`src/sv/fdl_pkg.sv`:
```
// Shared types, constants and helpers for the fractional delay line.
package fdl_pkg;

    localparam int MAX_DELAY  = 4096;
    localparam int ADDR_W     = $clog2(MAX_DELAY);
    localparam int LEN_W      = ADDR_W + 1;
    localparam int SAMPLE_W   = 24;
    localparam int FRAC_W     = 16;
    localparam int WHOLE_W    = 13;
    localparam int CFG_ADDR_W = 2;
    localparam int CFG_DATA_W = 16;
    localparam int PROD_W     = SAMPLE_W + FRAC_W + 2;

    typedef logic signed [SAMPLE_W-1:0] sample_t;
    typedef logic [ADDR_W-1:0]          addr_t;
    typedef logic [LEN_W-1:0]           len_t;
    typedef logic [FRAC_W-1:0]          frac_t;
    typedef logic [WHOLE_W-1:0]         whole_t;

    typedef enum logic [CFG_ADDR_W-1:0] {
        REG_DELAY_WHOLE = 2'd0,
        REG_DELAY_FRAC  = 2'd1
    } cfg_reg_t;

    // Ring memory access for one cycle.
    typedef struct packed {
        logic    we;
        addr_t   waddr;
        sample_t wdata;
        logic    re;
        addr_t   raddr0;
        addr_t   raddr1;
    } mem_req_t;

    // Controller status seen by the top level.
    typedef struct packed {
        logic  clearing;
        addr_t rd_ptr;
        addr_t wr_ptr;
        len_t  line_len;
    } ctrl_status_t;

    // Line length: max(1, whole + (frac != 0)), capped at MAX_DELAY.
    function automatic len_t line_length(input whole_t whole, input frac_t frac);
        logic [WHOLE_W:0] sum;
        sum = {1'b0, whole} + {{WHOLE_W{1'b0}}, (frac != '0)};
        if (sum == '0) begin
            return len_t'(1);
        end else if (sum > (WHOLE_W + 1)'(MAX_DELAY)) begin
            return len_t'(MAX_DELAY);
        end else begin
            return sum[LEN_W-1:0];
        end
    endfunction

endpackage

```
`src/sv/fdl_interp.sv`:
```
// Interpolation pipeline: multiply stage, add stage and output register.
module fdl_interp (
    input  logic               aclk,
    input  logic               aresetn,
    input  logic               advance,
    input  logic               s_accept,
    input  fdl_pkg::sample_t   sample_in,
    input  fdl_pkg::frac_t     frac,
    input  logic               unit_len,
    input  fdl_pkg::sample_t   rd0,
    input  fdl_pkg::sample_t   rd1,
    output logic               out_valid,
    output fdl_pkg::sample_t   out_data
);
    import fdl_pkg::*;

    logic    a_valid_reg;
    sample_t a_sample_reg;
    frac_t   a_frac_reg;
    logic    a_unit_reg;

    logic                     b_valid_reg;
    sample_t                  b_r0_reg;
    logic signed [PROD_W-1:0] b_prod_reg;

    logic    out_valid_reg;
    sample_t out_data_reg;

    sample_t                    r0_sel;
    logic signed [FRAC_W:0]     frac_sel;
    logic signed [SAMPLE_W:0]   diff;
    logic signed [PROD_W-1:0]   prod;
    sample_t                    y;

    // Unit length passes the sample through with a zero weight.
    assign r0_sel   = a_unit_reg ? a_sample_reg : rd0;
    assign frac_sel = a_unit_reg ? '0 : $signed({1'b0, a_frac_reg});
    assign diff     = $signed({rd1[SAMPLE_W-1], rd1}) - $signed({r0_sel[SAMPLE_W-1], r0_sel});
    assign prod     = PROD_W'(diff * frac_sel);

    // Floor shift then add; the sum stays within r0..r1 so the low bits suffice.
    assign y = b_r0_reg + b_prod_reg[FRAC_W +: SAMPLE_W];

    always_ff @(posedge aclk) begin
        if (!aresetn) begin
            a_valid_reg   <= 1'b0;
            b_valid_reg   <= 1'b0;
            out_valid_reg <= 1'b0;
        end else if (advance) begin
            a_valid_reg   <= s_accept;
            b_valid_reg   <= a_valid_reg;
            out_valid_reg <= b_valid_reg;
        end
    end

    always_ff @(posedge aclk) begin
        if (s_accept) begin
            a_sample_reg <= sample_in;
            a_frac_reg   <= frac;
            a_unit_reg   <= unit_len;
        end
        if (advance) begin
            b_r0_reg     <= r0_sel;
            b_prod_reg   <= prod;
            out_data_reg <= y;
        end
    end

    assign out_valid = out_valid_reg;
    assign out_data  = out_data_reg;

endmodule

```
`config.mk`:
```
export PLATFORM = sky130hd
export DESIGN_NAME = fdl_interp
export DESIGN_NICKNAME = d
export VERILOG_FILES = /design/src/sv/fdl_pkg.sv /design/src/sv/fdl_interp.sv
export SDC_FILE = /design/constraint.sdc
export NUM_CORES = 1
export LEC_CHECK = 0
export BUFFER_PORTS_ARGS = -buffer_cell sky130_fd_sc_hd__buf_2
export CORE_MARGIN = 2
export CORE_UTILIZATION = 55
export DETAILED_ROUTE_END_ITERATION = 10
export PLACE_DENSITY = 0.82
export SLEW_MARGIN = 20
export SYNTH_ARGS = -nofsm -noshare
export SYNTH_HDL_FRONTEND = slang
export SYNTH_SLANG_ARGS = --single-unit
export TNS_END_PERCENT = 5
```
`constraint.sdc`:
```
create_clock -name aclk -period 17.42 [get_ports aclk]
set_clock_uncertainty 0.05 [all_clocks]
set_input_delay 0.871 -clock aclk [delete_from_list [all_inputs] [get_ports aclk]]
set_output_delay 0.871 -clock aclk [all_outputs]
set_load 0.05 [all_outputs]
```
==> impl_results.md <==
* Status: completed
* CP startpoint kind: register
* CP max FO at 41
* DR iter-0 viols at 1410
* Crit path top cell by count: fa_1
* Post-CTS Hold Buffers at 0
* Synth top area share at 0.369
* CP delay by family, top: adder cells
* GP Congestion at 0.934
* Clock latency on the worst-skew pair at 0.44 ns
* Final Setup Violations at 0
* Top FF cell, synth: edfxtp_1
* Core Area at 36400 um2
* Die Y-Extent at 196 um
* Top cells by area, synth: fa_1, edfxtp_1, inv_1
* CTS tree: yes
* Setup TNS at 0 ns
* H-tree depth at 4
* Crit-path max cell delay at 0.56 ns
* Vias/cell at 5.73
* Relative slew margins at 0.221
* Total number of vias at 15.6k
* Pin count of the biggest net entering global routing at 76
* Vias in the first global route at 16.9k
* Critical Path Sink Type: register
* Post-synth cell types at 73
* Io pins at 118
* CP max-delay cell: buf_4
* Avg Synthesized Cell Area at 9.39 um2
* Initial Util at 0.555
* Clk sink count at 116
* Area leader, netlist: fa_1
* Max-slew violations at 0
* Syn Nets at 2766
* Die Wd at 196 um
* Maximum clock frequency at 0.102 GHz
* DRC Markers at 0
* Top cells by count, synth: inv_1, fa_1, nand2_1
* Seq/Total Area, Yosys at 0.171
* Root Buffer: clkbuf_16
* WHS at 0.473 ns
* WL final at 53.9 mm
* Syn. warnings at 0
* Detail Placement HPWL at 41.8 mm
* Gr usage total at 0.294
* Crit path kind: register to register
* Worst hold path class: register to register
* Post-CTS resize count at 0
* DRT Pass-1 Iters at 6
* # rows at 70
* Layout Nets at 2863
* Wire per inst at 19.7 um
* Die Footprint at 38300 um2
* First-pass GRT wire length at 86.8 mm
* Fraction of registers with async set/reset at 0
* Worst slew pin tran at 1.16 ns
* Required @ worst endpoint at 17.56 ns
* CP Data Arrival Time at 9.98 ns
* Hold Fails Final Rpt at 0
* Critical path buffers and inverters at 6
* Port buffer count at 117
* Post-Synthesis Cells at 2153
* Setup repair bufs after CTS at 0
* Syn Std Cell Area at 20200 um2
* Filler cells at 3003
* Clock buffer count from CTS at 17
* Aggregate global routing overflow at 0
* Period minus WS final at 9.84 ns
* Proportion of layout cells with a drive suffix above 1 at 0.0950
* Area Growth Syn to Fin at 8.81%
* FF+latch count, synth at 116
* RSZ-0062 raised after global routing: false
* CTS Buffer Depth at 2
* Max Cap Viol at 0
* Count leader, synth: inv_1
* Post-route clock period utilization at 0.565
* Initial antenna violation count at 0
* Ant. Diodes at 0
* Number of synthesized flops with an enable pin at 113
* Final ANT Viol Nets at 0
* CTS clk-pin slew, worst paths at 0.06 ns
-- cell usage in the layout (no fill, tap or decap), drive strengths merged, types with 5 or more instances in the layout --
cell type	count
o311ai	7
fa	373
nor2b	31
nor3	58
xor2	30
a31oi	11
clkinvlp	5
ha	147
xnor2	64
nor2	207
a211oi	16
o211ai	5
buf	153
mux2i	28
nand2b	37
nand2	219
and3	6
maj3	5
edfxtp	113
o21ai	47
or2	5
and2	6
inv	502
a221oi	8
a21oi	60
a21o	17
o21a	7
nand3	14
clkbuf	19
-- layer usage --
layer	GRT usage	share of wire
met2	0.490	0.47
met3	0.0669	0.11
met5	0	0
met4	0.123	0.046
met1	0.374	0.37
-- worst min-delay path: stages (launching register included) --
cell and delay [ns]:
dfxtp_1 0.32, mux2i_1 0.06, nor2b_1 0.10
-- path summary, 6_finish.rpt --
check | start | end | slack, ns | depth (start not counted)
worst max-delay path | a_unit_reg | b_prod_reg[34] | 7.58 | 30
worst max register to register | a_unit_reg | b_prod_reg[34] | 7.58 | 30
worst min-delay path | out_valid | out_valid | 0.47 | 2
worst min register to register | out_valid | out_valid | 0.47 | 2
-- cell families (layout without fill, tap and decap cells) --
| family | after synthesis | count (layout) | share of synthesized area |
|---|---|---|---|
| AOI/OAI and AO/OA | 216 | 216 | 0.0733 |
| xor gates and xnor gates | 94 | 94 | 0.0415 |
| buffers and inverters | 573 | 683 | 0.107 |
| muxes | 29 | 29 | 0.0144 |
| and+or+nand+nor | 600 | 600 | 0.131 |
| DFF | 116 | 116 | 0.171 |
| adders and majority gates | 525 | 525 | 0.463 |
-- through the flow --
stage | cells | worst slack (ns) | utilization | cell area, um2
finish | 2731 | 7.58 | 0.604 | 22000
global route | 2731 | 7.16 | 0.604 | 22000
CTS | 2730 | 7.63 | 0.603 | 22000
detailed placement | 2698 | 7.59 | 0.587 | 21400
global placement | 2698 | 7.81 | 0.587 | 21400
floorplan | 2153 | 8.28 | - | 20200
-- layout make-up --
cell class,count,area [um2],share of cell area
Tap cell,468,586,0.0266
Sequential cell,116,3450,0.157
Clock buffer,19,443,0.0201
Multi-Input combinational cell,1464,14600,0.665
Inverter,498,1870,0.0850
Clock inverter,13,149,0.00677
Timing Repair Buffer,153,871,0.0396
Power is left out: the tool's default activity adds up to more than one toggle a clock period on the data nets, which glitch-free logic cannot reach.
