[src/sv/fdl_pkg.sv]
// Shared types, constants and helpers for the fractional delay line.
package fdl_pkg;

    localparam int MAX_DELAY  = 4096;
    localparam int ADDR_W     = $clog2(MAX_DELAY);
    localparam int LEN_W      = ADDR_W + 1;
    localparam int SAMPLE_W   = 24;
    localparam int FRAC_W     = 16;
    localparam int WHOLE_W    = 13;
    localparam int CFG_ADDR_W = 2;
    localparam int CFG_DATA_W = 16;
    localparam int PROD_W     = SAMPLE_W + FRAC_W + 2;

    typedef logic signed [SAMPLE_W-1:0] sample_t;
    typedef logic [ADDR_W-1:0]          addr_t;
    typedef logic [LEN_W-1:0]           len_t;
    typedef logic [FRAC_W-1:0]          frac_t;
    typedef logic [WHOLE_W-1:0]         whole_t;

    typedef enum logic [CFG_ADDR_W-1:0] {
        REG_DELAY_WHOLE = 2'd0,
        REG_DELAY_FRAC  = 2'd1
    } cfg_reg_t;

    // Ring memory access for one cycle.
    typedef struct packed {
        logic    we;
        addr_t   waddr;
        sample_t wdata;
        logic    re;
        addr_t   raddr0;
        addr_t   raddr1;
    } mem_req_t;

    // Controller status seen by the top level.
    typedef struct packed {
        logic  clearing;
        addr_t rd_ptr;
        addr_t wr_ptr;
        len_t  line_len;
    } ctrl_status_t;

    // Line length: max(1, whole + (frac != 0)), capped at MAX_DELAY.
    function automatic len_t line_length(input whole_t whole, input frac_t frac);
        logic [WHOLE_W:0] sum;
        sum = {1'b0, whole} + {{WHOLE_W{1'b0}}, (frac != '0)};
        if (sum == '0) begin
            return len_t'(1);
        end else if (sum > (WHOLE_W + 1)'(MAX_DELAY)) begin
            return len_t'(MAX_DELAY);
        end else begin
            return sum[LEN_W-1:0];
        end
    endfunction

endpackage

[src/sv/fdl_ctrl.sv]
// Configuration registers, ring pointers and the post-reset clearing sweep.
module fdl_ctrl (
    input  logic                              aclk,
    input  logic                              aresetn,
    input  logic                              cfg_wr_en,
    input  logic [fdl_pkg::CFG_ADDR_W-1:0]    cfg_addr,
    input  logic [fdl_pkg::CFG_DATA_W-1:0]    cfg_wr_data,
    input  logic                              s_accept,
    input  fdl_pkg::sample_t                  sample_in,
    output fdl_pkg::mem_req_t                 mem_req,
    output fdl_pkg::ctrl_status_t             status,
    output fdl_pkg::frac_t                    frac,
    output logic                              unit_len
);
    import fdl_pkg::*;

    whole_t whole_reg, whole_next;
    frac_t  frac_reg, frac_next;
    len_t   len_reg, len_next;
    addr_t  rp_reg, rp_next;
    addr_t  wp_reg, wp_next;
    logic   clr_busy_reg, clr_busy_next;
    addr_t  clr_addr_reg, clr_addr_next;
    addr_t  rp_inc;
    addr_t  wp_inc;

    // Pointer advance modulo the line length.
    assign rp_inc = ({1'b0, rp_reg} + len_t'(1) == len_reg) ? '0 : rp_reg + addr_t'(1);
    assign wp_inc = ({1'b0, wp_reg} + len_t'(1) == len_reg) ? '0 : wp_reg + addr_t'(1);

    always_comb begin
        whole_next = whole_reg;
        frac_next  = frac_reg;
        if (cfg_wr_en) begin
            case (cfg_addr)
                REG_DELAY_WHOLE: whole_next = cfg_wr_data[WHOLE_W-1:0];
                REG_DELAY_FRAC:  frac_next  = cfg_wr_data[FRAC_W-1:0];
                default: ;
            endcase
        end
        len_next = line_length(whole_next, frac_next);

        rp_next = rp_reg;
        wp_next = wp_reg;
        if (len_next != len_reg) begin
            rp_next = '0;
            wp_next = ADDR_W'(len_next - len_t'(1));
        end else if (s_accept && len_reg != len_t'(1)) begin
            rp_next = rp_inc;
            wp_next = wp_inc;
        end
    end

    always_comb begin
        clr_busy_next = clr_busy_reg;
        clr_addr_next = clr_addr_reg;
        if (clr_busy_reg) begin
            clr_addr_next = clr_addr_reg + addr_t'(1);
            if (clr_addr_reg == addr_t'(MAX_DELAY - 1)) begin
                clr_busy_next = 1'b0;
            end
        end
    end

    always_ff @(posedge aclk) begin
        if (!aresetn) begin
            whole_reg    <= '0;
            frac_reg     <= '0;
            len_reg      <= len_t'(1);
            rp_reg       <= '0;
            wp_reg       <= '0;
            clr_busy_reg <= 1'b1;
            clr_addr_reg <= '0;
        end else begin
            whole_reg    <= whole_next;
            frac_reg     <= frac_next;
            len_reg      <= len_next;
            rp_reg       <= rp_next;
            wp_reg       <= wp_next;
            clr_busy_reg <= clr_busy_next;
            clr_addr_reg <= clr_addr_next;
        end
    end

    // Unit length: wp and rp sit at entry 0, so the plain write path serves it.
    always_comb begin
        mem_req.raddr0 = rp_reg;
        mem_req.raddr1 = rp_inc;
        if (clr_busy_reg) begin
            mem_req.we    = 1'b1;
            mem_req.waddr = clr_addr_reg;
            mem_req.wdata = '0;
            mem_req.re    = 1'b0;
        end else begin
            mem_req.we    = s_accept;
            mem_req.waddr = wp_reg;
            mem_req.wdata = sample_in;
            mem_req.re    = s_accept;
        end
    end

    assign status.clearing = clr_busy_reg;
    assign status.rd_ptr   = rp_reg;
    assign status.wr_ptr   = wp_reg;
    assign status.line_len = len_reg;
    assign frac            = frac_reg;
    assign unit_len        = (len_reg == len_t'(1));

endmodule

[config.mk]
export PLATFORM = sky130hd
export DESIGN_NAME = fdl_ctrl
export DESIGN_NICKNAME = d
export VERILOG_FILES = /design/src/sv/fdl_pkg.sv /design/src/sv/fdl_ctrl.sv
export SDC_FILE = /design/constraint.sdc
export NUM_CORES = 1
export LEC_CHECK = 0
export BUFFER_PORTS_ARGS = -buffer_cell sky130_fd_sc_hd__buf_2
export CORE_MARGIN = 2
export CORE_UTILIZATION = 31
export DETAILED_ROUTE_END_ITERATION = 7
export GPL_ROUTABILITY_DRIVEN = 0
export PLACE_DENSITY = 0.49
export SYNTH_ARGS = -nofsm -noshare
export SYNTH_HDL_FRONTEND = slang
export SYNTH_SLANG_ARGS = --single-unit
export TNS_END_PERCENT = 5
[constraint.sdc]
create_clock -name aclk -period 7.5 [get_ports aclk]
set_clock_uncertainty 0.1 [all_clocks]
set_input_delay 0.375 -clock aclk [delete_from_list [all_inputs] [get_ports aclk]]
set_output_delay 0.375 -clock aclk [all_outputs]
set_load 0.05 [all_outputs]
==> qor.yml <==
run_status:
  status: "finished clean"
yosys:
  syn-cell-area_sq_um: 6060
  syn-mean-instance-area_sq_um: 7.51
  ys.warnings.count: 0
  syn_nets: 859
  synth_cell_types: 78
  ys_ff_latch: 79
  async_flop_share: 0
  ys_seq_area_frac: 0.261
  syn-instance-count: 807
  synthFlopType: "dfxtp_1"
  synth_edf_count: 0
detailed_routing:
  ant_nets: 0
  drt_iter0_drc: 359
  drt-vias-per-instance: 5.17
  wl_mm: 20.0
  drc: 0
  num_vias: 6121
  wl_per_cell_microns: 16.9
  drtPass1Iterations: 5
die:
  start_util: 0.313
  dieWidth_microns: 144
  die_area_sq_um: 20700
  ios: 163
  core_sq_um: 19300
  die_h_microns: 144
  rows: 51
cells_and_area:
  largest_reg_flops: 16
  final_common_cell: "buf_2"
  syn_to_final_growth_pct: 19.3
  mostFrequentLayoutCells: "buf_2, nand2_1, dfxtp_1"
  drive_above_1_share: 0.247
  nets: 967
  diodes: 0
  fin_cells: 1185
  final_area_sq_um: 7220
placement:
  port_buffers: 162
  postPlaceCellArea_sq_um: 6910
  place_ws_ps: 1880
  placed_cells: 1169
  dp_hpwl_mm: 15.1
timing:
  maxSlewHeadroom: 0.366
  finalSetupTns_ps: 0
  max_freq_ghz: 0.188
  setup_viol: 0
  period_share: 0.709
  setup_slack_ps: 2180
  drv_slew: 0
  rsz0062_at_grt: "no"
  tightest_slew_ps: 943
  hold_viol: 0
  finalCriticalPeriod_ps: 5320
critical_path:
  critPathKind: "in2reg"
  reg2reg_to: "wp_reg[11]"
  max_stage_delay_ps: 670
  rr_startpoint: "frac[0]"
  arrival_ps: 5450
  reg2reg_depth: 16
  worst_path_max_delay_cell: "or4_1"
  cp-end-kind: "flip-flop"
  worstPathCellList: "buf_2, and3b_1, nor2_1, a41oi_1, ha_1, ha_1, nand3_1, and2_1, o22ai_2, nand4_1, or4_1, o31a_1, a22oi_1, nor4b_4, nand3_2, mux2_1"
  start_kind: "input port"
  crit_path_start: "cfg_addr[1]"
  r2r_setup_slack_ps: 2190
  critPathRequiredTime_ps: 7630
  crit_top_cell: "ha_1"
  crit_fanout: 18
power_and_ir_drop:
  p_total_mw: 1.38
  ir_drop_mv: 0.131
  power_density_nw_per_um2: 191
  leakage_nw: 3.07
clocking:
  cts_repair_resize_count: 0
  cts_sinks: 79
  cts_buffers: 9
  h-tree-depth: 3
  clock_path_buffers: 2
  post_cts_hold_buffer_count: 0
  clk_pin_slew_ps: 60
  postCtsSetupRepairBufs: 0
  clock_latency_ps: 350
  cts-root-buf: "clkbuf_16"
  cts_tree: "built"
hold_path:
  worstHoldPathCells: 3
  min_from: "cfg_wr_data[14]"
  worstHoldEndpoint: "frac[14]"
  holdCritPathClass: "in2reg"
global_route:
  grt_start_max_net_pins: 45
  grt_pass1_vias: 5596
  grt_pass1_wl_mm: 30.8
  antenna_found_initial: 0
  grt.total_usage: 0.190
  grt-ovfl-total: 0
flow_run:
  maxCapViolCount: 0
-- per-layer routing --
metal	GRT usage	routed length, microns	vias to the layer above	share of wire
li1	-	-	3059	-
met1	0.260	9500	2844	0.48
met5	0	0	-	0
met4	0.0444	288	0	0.014
met3	0.0320	1130	19	0.056
met2	0.312	9080	199	0.45
-- cells in the mapped netlist (all sizes together), types with 4 or more instances --
library cell  number  share of area
nor2              71          0.044
dfxtp             79           0.26
inv               11         0.0068
and3              19          0.020
or3                9         0.0093
nor3b             12          0.020
mux2              18          0.033
a31oi              4         0.0041
o22ai              4         0.0062
a211oi             5         0.0062
o21a               6         0.0074
a21o               4         0.0050
or4                7         0.0093
a21oi             39          0.033
nand4             18          0.019
xnor2             40          0.058
buf               33          0.034
or2                7         0.0076
xor2              27          0.039
a22o               4         0.0058
o31ai              8         0.0099
nand2b             5         0.0052
o21ai             36          0.030
nand2            107          0.066
o211ai             6         0.0074
mux2i             22          0.039
nor4              14          0.014
nor2b             29          0.030
nand3             38          0.032
ha                 6          0.012
nor3              31          0.026
and2               7         0.0072
clkbuf            38          0.024
-- metrics by stage --
step | util | hold slack [ps]
final | 0.374 | 172
after global routing | 0.374 | 169
after CTS | 0.374 | 158
after detailed placement | 0.357 | 357
after global placement | 0.357 | 360
after floorplan | - | 344
-- logic make-up (layout without fill, tap and decap cells) --
family / Yosys count / in the layout / share of synthesized area
buf+inv: 82 / 195 / 0.0647
compound gates: 145 / 145 / 0.160
flops: 79 / 79 / 0.261
fa+ha+maj: 7 / 7 / 0.0140
simple gates: 387 / 387 / 0.331
xor+xnor: 67 / 67 / 0.0969
mux: 40 / 40 / 0.0725
-- area by class of cell --
| cell class | count | area, sq um |
|---|---|---|
| Fill cell | 2107 | 12100 |
| Multi-Input combinational cell | 646 | 4100 |
| Sequential cell | 79 | 1580 |
| Timing Repair Buffer | 168 | 856 |
| Tap cell | 265 | 332 |
| Clock buffer | 11 | 253 |
| Clock inverter | 5 | 63.8 |
| Inverter | 11 | 41.3 |
-- worst max path at each step --
stage                             to  slack (ps)  cells past startpoint
after global routing      wp_reg[11]        1820                     16
after detailed placement  wp_reg[11]        1880                     16
after floorplan            wp_reg[4]        2410                     23
after CTS                 wp_reg[11]        2230                     16
final                     wp_reg[11]        2180                     16
after global placement    wp_reg[11]        1990                     16
-- where the power goes --
part           internal, mW  switching, mW
Sequential            0.443         0.0544
Combinational         0.143          0.272
Clock                 0.279          0.186
-- critical path: cells and delay by family --
| family | cells | cell delay, ps |
|---|---|---|
| fa+ha+maj | 2 | 530 |
| simple gates | 8 | 2800 |
| mux | 1 | 430 |
| buf+inv | 1 | 130 |
| compound gates | 4 | 1160 |
Note: power is estimated with default switching activity, not from simulation.
